### config.mk
export PLATFORM = sky130hd
export DESIGN_NAME = modular_inverse_ext_euclid
export DESIGN_NICKNAME = d
export VERILOG_FILES = /design/src/sv/mie_pkg.sv /design/src/sv/mie_engine.sv /design/src/sv/modular_inverse_ext_euclid.sv
export SDC_FILE = /design/constraint.sdc
export NUM_CORES = 2
export LEC_CHECK = 0
export BUFFER_PORTS_ARGS = -buffer_cell sky130_fd_sc_hd__buf_2
export CORE_MARGIN = 3
export CORE_UTILIZATION = 46
export DETAILED_ROUTE_END_ITERATION = 8
export PLACE_DENSITY = 0.7
export SYNTH_ARGS = -nofsm -noshare
export SYNTH_HDL_FRONTEND = slang
export SYNTH_SLANG_ARGS = --single-unit
### constraint.sdc
create_clock -name clk -period 13.86 [get_ports clk]
set_input_delay 0.693 -clock clk [delete_from_list [all_inputs] [get_ports clk]]
set_output_delay 0.693 -clock clk [all_outputs]
set_load 0.1 [all_outputs]
### src/sv/mie_pkg.sv
package mie_pkg;

  localparam int ValueW   = 64;
  localparam int ModulusW = 63;
  localparam int ShiftW   = 6;

  // one inversion request
  typedef struct packed {
    logic [ValueW-1:0]   value;
    logic [ModulusW-1:0] modulus;
  } mie_req_t;

  // one inversion result
  typedef struct packed {
    logic [ValueW-1:0] inverse;
    logic              has_inverse;
  } mie_rsp_t;

  // engine status toward the top level
  typedef struct packed {
    logic idle;
    logic done;
  } mie_status_t;

  // euclid sequencer states
  typedef enum logic [2:0] {
    ST_IDLE,
    ST_CHECK,
    ST_ALIGN,
    ST_SUB,
    ST_DONE
  } mie_state_t;

endpackage

### src/sv/mie_engine.sv
module mie_engine (
  input  logic                clk,
  input  logic                rst,
  input  logic                start,
  input  mie_pkg::mie_req_t   req,
  input  logic                ack,
  output mie_pkg::mie_status_t status,
  output mie_pkg::mie_rsp_t   result
);
  import mie_pkg::*;

  mie_state_t state, state_next;

  // remainder pair, coefficient pair, aligned divisor and its shift
  logic [ValueW-1:0]   r0, r1, c0, c1, d;
  logic [ShiftW-1:0]   k;
  logic [ModulusW-1:0] m;
  logic                zero_v;

  logic [ValueW-1:0]   cs, rdiff, cdiff;
  logic                ge, fits;

  // shared compare / subtract unit
  assign cs    = c1 << k;
  assign ge    = r0 >= d;
  assign rdiff = r0 - d;
  assign cdiff = c0 - cs;
  assign fits  = {d, 1'b0} <= {1'b0, r0};

  // next state
  always_comb begin
    state_next = state;
    case (state)
      ST_IDLE:  if (start) state_next = ST_CHECK;
      ST_CHECK: begin
        if (zero_v || r1 == '0) state_next = ST_DONE;
        else state_next = ST_ALIGN;
      end
      ST_ALIGN: if (!fits) state_next = ST_SUB;
      ST_SUB:   if (k == '0) state_next = ST_CHECK;
      ST_DONE:  if (ack) state_next = ST_IDLE;
      default:  state_next = ST_IDLE;
    endcase
  end

  always_ff @(posedge clk) begin
    if (rst) begin
      state <= ST_IDLE;
    end else begin
      state <= state_next;
    end
  end

  // datapath registers
  always_ff @(posedge clk) begin
    case (state)
      ST_IDLE: begin
        if (start) begin
          r0     <= req.value;
          r1     <= {1'b0, req.modulus};
          c0     <= ValueW'(1);
          c1     <= '0;
          m      <= req.modulus;
          zero_v <= (req.value == '0);
        end
      end
      ST_CHECK: begin
        d <= r1;
        k <= '0;
      end
      ST_ALIGN: begin
        if (fits) begin
          d <= {d[ValueW-2:0], 1'b0};
          k <= k + ShiftW'(1);
        end
      end
      ST_SUB: begin
        if (k == '0) begin
          // last quotient bit: rotate the pairs
          r0 <= r1;
          c0 <= c1;
          r1 <= ge ? rdiff : r0;
          c1 <= ge ? cdiff : c0;
        end else begin
          if (ge) begin
            r0 <= rdiff;
            c0 <= cdiff;
          end
          d <= {1'b0, d[ValueW-1:1]};
          k <= k - ShiftW'(1);
        end
      end
      default: begin
      end
    endcase
  end

  // status and result
  always_comb begin
    status.idle        = (state == ST_IDLE);
    status.done        = (state == ST_DONE);
    result.has_inverse = !zero_v && (r0 == ValueW'(1));
    if (!result.has_inverse) result.inverse = '0;
    else if (c0[ValueW-1])   result.inverse = c0 + {1'b0, m};
    else                     result.inverse = c0;
  end

endmodule

### src/sv/modular_inverse_ext_euclid.sv
// modular inverse by the extended euclidean algorithm
// request channel: req carries value and modulus, taken when req_valid is
// high and req_stall is low. result channel: rsp carries inverse and
// has_inverse, taken when rsp_valid is high and rsp_stall is low.
// one result per request. a zero value, or a gcd other than one, gives
// inverse 0 with has_inverse clear.
// each euclid step runs in the shared compare/subtract unit: a check,
// a divisor alignment pass and a quotient-bit subtract pass. around the
// steps come load, finish and output. the engine takes one request at a
// time and holds req_stall high while it works.
// the output register lets the engine take the next request while a
// result waits; if the receiver stalls, the finished engine holds its
// result until the output register frees.
// reset (rst, synchronous) empties the output register and idles the engine.
module modular_inverse_ext_euclid (
  input  logic              clk,
  input  logic              rst,
  input  logic              req_valid,
  output logic              req_stall,
  input  mie_pkg::mie_req_t req,
  output logic              rsp_valid,
  input  logic              rsp_stall,
  output mie_pkg::mie_rsp_t rsp
);
  import mie_pkg::*;

  mie_status_t status;
  mie_rsp_t    result;
  logic        start, ack;

  assign req_stall = !status.idle;
  assign start     = req_valid && status.idle;
  assign ack       = status.done && (!rsp_valid || !rsp_stall);

  // iterative euclid engine
  mie_engine u_engine (
    .clk    (clk),
    .rst    (rst),
    .start  (start),
    .req    (req),
    .ack    (ack),
    .status (status),
    .result (result)
  );

  // output register
  always_ff @(posedge clk) begin
    if (rst) begin
      rsp_valid <= 1'b0;
    end else if (ack) begin
      rsp_valid <= 1'b1;
    end else if (!rsp_stall) begin
      rsp_valid <= 1'b0;
    end
  end

  always_ff @(posedge clk) begin
    if (ack) begin
      rsp <= result;
    end
  end

endmodule

Yosys cells after proc, flatten, opt, wreduce, memory -nomap -nowiden
Index checks and enable logic that the tools add are counted.
Widths: inputs -> output; s select.
{"block": "word_totals", "reg_bits": 459, "elab_cells": 83, "input_bits": 131, "output_inout_bits": 67}
{"block": "op_classes", "mux": 29, "shifts": 1, "n_reduce_logical": 21, "magnitude_cmp": 2, "eq_ne": 12, "add_sub_neg": 5}
{"cell": "$mux 64", "n": 12}
{"cell": "$pmux 64 s2", "n": 4}
{"cell": "$pmux 64 s3", "n": 1}
{"cell": "$logic_not 64->1", "n": 2}
{"cell": "$sub 64x64->64", "n": 2}
{"cell": "$le 65x64->1", "n": 1}
{"cell": "$add 64x63->64", "n": 1}
{"cell": "$eq 64x1->1 const B", "n": 1}
{"cell": "$ge 64x64->1", "n": 1}
{"cell": "$shl 64x6->64", "n": 1}
{"cell": "$mux 63", "n": 1}
{"cell": "$pmux 6 s3", "n": 1}
{"cell": "$mux 3", "n": 5}
{"cell": "$pmux 3 s5", "n": 1}
{"cell": "$mux 6", "n": 2}
{"cell": "$ne 2x1->1 const B", "n": 5}
{"cell": "$add 6x1->6 const B", "n": 1}
{"cell": "$eq 3x2->1 const B", "n": 2}
{"cell": "$logic_not 6->1", "n": 1}
{"cell": "$reduce_and 2->1", "n": 3}
{"cell": "$reduce_and 3->1", "n": 2}
{"cell": "$sub 6x1->6 const B", "n": 1}
{"cell": "$logic_not 1->1", "n": 4}
{"cell": "$ne 2x2->1 const B", "n": 2}
{"cell": "other kinds (9)", "n": 13}

Depth between registers and ports, before layout
{"block": "depth", "word_depth": 5, "mapped_depth": 27}

By module
Synthesis repeated with hierarchy kept, for this count alone.
{"block": "unflattened", "cells_unflattened": 4381, "hier_area_um2": 38095.3}
{"module": "mie_engine", "cells_per_inst": 4310, "area_each_um2": 36097.1, "instances": 1, "seq_area_each_um2": 11771.3}
{"module": "modular_inverse_ext_euclid", "cells_per_inst": 71, "area_each_um2": 1998.2, "instances": 1, "seq_area_each_um2": 1971.9}

Worst setup path before layout
OpenSTA, ideal clock, no wires.
{"block": "synth_path", "path_type": "register to register", "startpoint": "register u_engine.k[4]", "endpoint": "register u_engine.c1[0], enable pin", "stages_incl_launch_ff": 6, "setup_slack_ns": 5.489, "period_less_slack_ns": 8.371, "t_arrival_ns": 7.714, "setup_ns": 0.657, "cell_sequence": "edfxtp_1 clkbuf_1 nor4_1 a21oi_1 clkbuf_1 a21oi_1"}
{"block": "synth_via", "elab_chain_cells": 3}
{"element": "from (decl)", "line_no": "mie_engine.sv:16", "rtl": "logic [ShiftW-1:0] k;"}
{"element": "from (signal assigned)", "line_no": "mie_engine.sv:74", "rtl": "k <= k + ShiftW'(1);"}
{"element": "from (signal assigned)", "line_no": "mie_engine.sv:90", "rtl": "k <= k - ShiftW'(1);"}
{"element": "$logic_not 6->1", "line_no": "mie_engine.sv:78", "rtl": "if (k == '0) begin"}
{"element": "$ne 2x1->1 (no line)"}
{"element": "$reduce_and 3->1 (no line)"}
{"element": "to (signal assigned)", "line_no": "mie_engine.sv:83", "rtl": "c1 <= ge ? cdiff : c0;"}
{"element": "to (decl)", "line_no": "mie_engine.sv:15", "rtl": "logic [ValueW-1:0] r0, r1, c0, c1, d;"}
No other way between the ends.
A chain may end at the register's enable or synchronous reset.

Worst setup path after layout
{"block": "layout_path", "startpoint": "register u_engine.k[1]", "endpoint": "register u_engine.c0[56] (data pin)"}
{"block": "layout_via", "elab_chain_cells": 5}
{"element": "$shl 64x6->64", "line_no": "mie_engine.sv:24", "rtl": "assign cs = c1 << k;"}
{"element": "$sub 64x64->64", "line_no": "mie_engine.sv:27", "rtl": "assign cdiff = c0 - cs;"}
{"element": "$mux 64"}
{"element": "$mux 64 *", "line_no": "mie_engine.sv:78"}
{"element": "$pmux 64 s2 *", "line_no": "mie_engine.sv:56", "rtl": "case (state)"}
{"element": "to (signal assigned)", "line_no": "mie_engine.sv:61", "rtl": "c0 <= ValueW'(1);"}
{"element": "to (signal assigned)", "line_no": "mie_engine.sv:87", "rtl": "c0 <= cdiff;"}
{"element": "to (decl)", "line_no": "mie_engine.sv:15"}
Mark *: on every way between the ends. The rest lies on a longest branch, timed or not.

==> reports/qor.yml <==
fmax_mhz: 149.4
synth.area.top_cells: "edfxtp_1 36%, ha_1 8.6%, mux2i_1 5.6%, o21ai_0 5.4%, nand2_1 5.0%"
maxSlewHeadroom: 0.1839
tns_ns: 0
clock_tree.root_cell: "clkbuf_16"
synth_top_area_cell: "edfxtp_1"
min_period_ns: 6.695
synth_top_family_by_area: "compound AO/OA/AOI/OAI gates"
drc_errors: 0
antenna_found_initial: 0
tightestPinTransition_ns: 1.220
area_growth_pct: 8.702
slew_viol_final: 0
die_h_um: 292.5
ys.flop_type: "edfxtp_1"
via_per_inst: 6.311
cts_hold_buf: 0
track_usage: 0.3054
yosys.area_share.simple: 0.1514
antenna_left: 0
p_per_area_nw_per_um2: 145.5
instances_no_fill: 5360
final-setup-viol-count: 0
cts_tree: "built"
postSynthAreaPerCell_um2: 8.903
io_pins: 198
crit_path_end_kind: "register"
clockBufferDepth: 3
ys_warn_count: 0
synth_adder_area_share: 0.08861
nets: 4655
rsz0062_at_grt: "no"
synth_cell_types: 105
netlist_area_um2: 37760
die_w_um: 292.5
hold_viol: 0
synthMuxAreaShare: 0.08987
vias: 33830
yosysSeqAreaShare: 0.3640
cts_buffers: 53
synthCells: 4241
grt_overflow: 0
coreArea_um2: 80940
globalplace.congestion: 1.019
critPathBufInv: 2
synth_edf_count: 455
dr.pass1.iters: 6
final_util: 0.5071
critPathKind: "reg2reg"
drive_gt1_frac: 0.1037
max_stage_delay_ns: 0.72
ctsResizeCount: 0
fillCellCount: 7637
min_period_over_period: 0.4830
crit_family: "compound AO/OA/AOI/OAI gates"
critPathSlowestCell: "inv_2"
ctsHtreeMaxLevel: 2
wl_per_cell_um: 25.19
num_antenna_cells: 0
cp_max_fo: 53
arrival_ns: 7.06
clock_latency_ns: 0.63
synth_seq_cells: 459
initial_core_util: 0.4665
total_power_uw: 5970
ff_latch_area_um2: 13750
synth_top_area_frac: 0.3619
synth_compound_area_frac: 0.2138
ir_worst_vdd_uv: 188.6
dr.first_iter.drc_count: 3593
num_rows: 104
worstPathRequired_ns: 14.23
clock_sinks: 459
hold_path.class: "in2reg"
fin_worst_skew_ns: 0.03611
maxCapViolCount: 0
cpMostUsedCell: "a21oi_1"
portBuffers: 197
dp.cells: 5264
multi_input_area_um2: 22150
grt_pass1_vias: 32300
routed_wl_um: 135000
synthXorXnorAreaFrac: 0.04013
die_area_um2: 85550
start_kind: "register"
crit_chain: "buf_4 > inv_2 > mux2i_1 > a21oi_1 > mux2i_1 > nand2_1 > o21ai_0 > nand2b_1 > ha_1 > a21o_1 > a21o_1 > a21oi_1 > o221ai_1 > a211o_1 > a221o_1 > a21oi_2 > o21ai_2 > a21oi_1 > nor4_1 > a311o_1"
grt_max_degree: 171
outcome: "completed"
whs_ns: 0.2590
clk_pin_slew_worst_paths_ns: 0.06
async_flop_share: 0
cts_setup_buffers: 0
p_leak_uw: 0.01662
grt_first_pass_wirelength_um: 201500
synth_nets: 4637
place_hpwl_um: 103100
## registers in the layout (all words and copies together) (netlist names)
name and count:
u_engine.k 6, rsp 65, u_engine.c1 64, u_engine.state 3
rsp_valid 1, u_engine.zero_v 1, u_engine.m 63, u_engine.r1 64
u_engine.c0 64, u_engine.r0 64, u_engine.d 64
## cells in the mapped netlist, drive strengths merged (10+ instances only)
cell / n
nand2: 500
edfxtp: 455
o21ai: 434
nor2: 388
a21oi: 368
ha: 261
mux2i: 213
inv: 203
clkbuf: 190
a21o: 142
xnor2: 111
nand4: 89
buf: 70
nor4: 62
xor2: 62
a22oi: 61
nand3: 50
nor3: 49
o21bai: 42
mux2: 38
mux4: 37
a31oi: 33
a211oi: 32
nand2b: 30
o21a: 27
nor2b: 23
and3: 20
o211ai: 19
o31ai: 19
and2: 16
a21boi: 11
a221oi: 11
or3: 10
## cell type report
| type | count | area share |
|---|---|---|
| tap | 1060 | 0.03232 |
| timing repair buffer | 229 | 0.03049 |
| clock buffer | 59 | 0.03338 |
| clock inverter | 37 | 0.01046 |
| multi-input combinational | 3311 | 0.5397 |
| inverter | 205 | 0.01875 |
| sequential | 459 | 0.3349 |
## final timing paths
check | start | end | slack [ns] | cells after the start
setup / recovery | u_engine.k[1] | u_engine.c0[56] | 7.17 | 20
hold / removal | req[54] | u_engine.m[54] | 0.26 | 1
setup reg to reg | u_engine.k[1] | u_engine.c0[56] | 7.17 | 20
hold reg to reg | rsp_valid | rsp_valid | 0.52 | 2
## where the power goes
| group | total (µW) | internal [µW] | switching [µW] | leakage, µW |
|---|---|---|---|---|
| logic | 2580 | 926 | 1650 | 0.0115 |
| registers | 1910 | 1720 | 194 | 0.00428 |
| clock network | 1480 | 862 | 617 | 0.000872 |
| total | 5970 | 3510 | 2460 | 0.0166 |
## cell families (layout without fill, tap and decap cells)
family | Yosys count | in the layout
mux | 288 | 288
compound gates | 1308 | 1308
simple gates | 1277 | 1277
fa+ha+maj | 265 | 265
flops | 459 | 459
xor+xnor | 173 | 173
buf+inv | 471 | 530
## through the flow
| step | setup WS, ns | instance area [µm²] |
|---|---|---|
| after floorplan | 5.489 | 37760 |
| after global placement | 7.332 | 39240 |
| after detailed placement | 7.261 | 39240 |
| after CTS | 7.258 | 41040 |
| after global routing | 6.734 | 41040 |
| final | 7.165 | 41040 |
## metal layers
metal  wire length (µm)  vias up  global-route usage
li1                   -    15730                   -
met1              56140    16270              0.4123
met2              61070     1546              0.4882
met3              10680      285             0.04473
met4               7114        0              0.1379
met5                  0        -                   0
## cell usage in the layout (no fill, tap or decap), types with 49 or more instances in the layout
cell type	instances
nand2_1	497
mux2i_1	213
edfxtp_1	455
nand4_1	89
clkbuf_16	54
a21oi_1	364
a22oi_1	61
nor4_1	60
nor3_1	49
buf_2	197
ha_1	261
a21o_1	142
inv_1	201
xnor2_1	111
o21ai_0	409
nor2_1	387
xor2_1	62
Power figures use the tool's default switching activity.
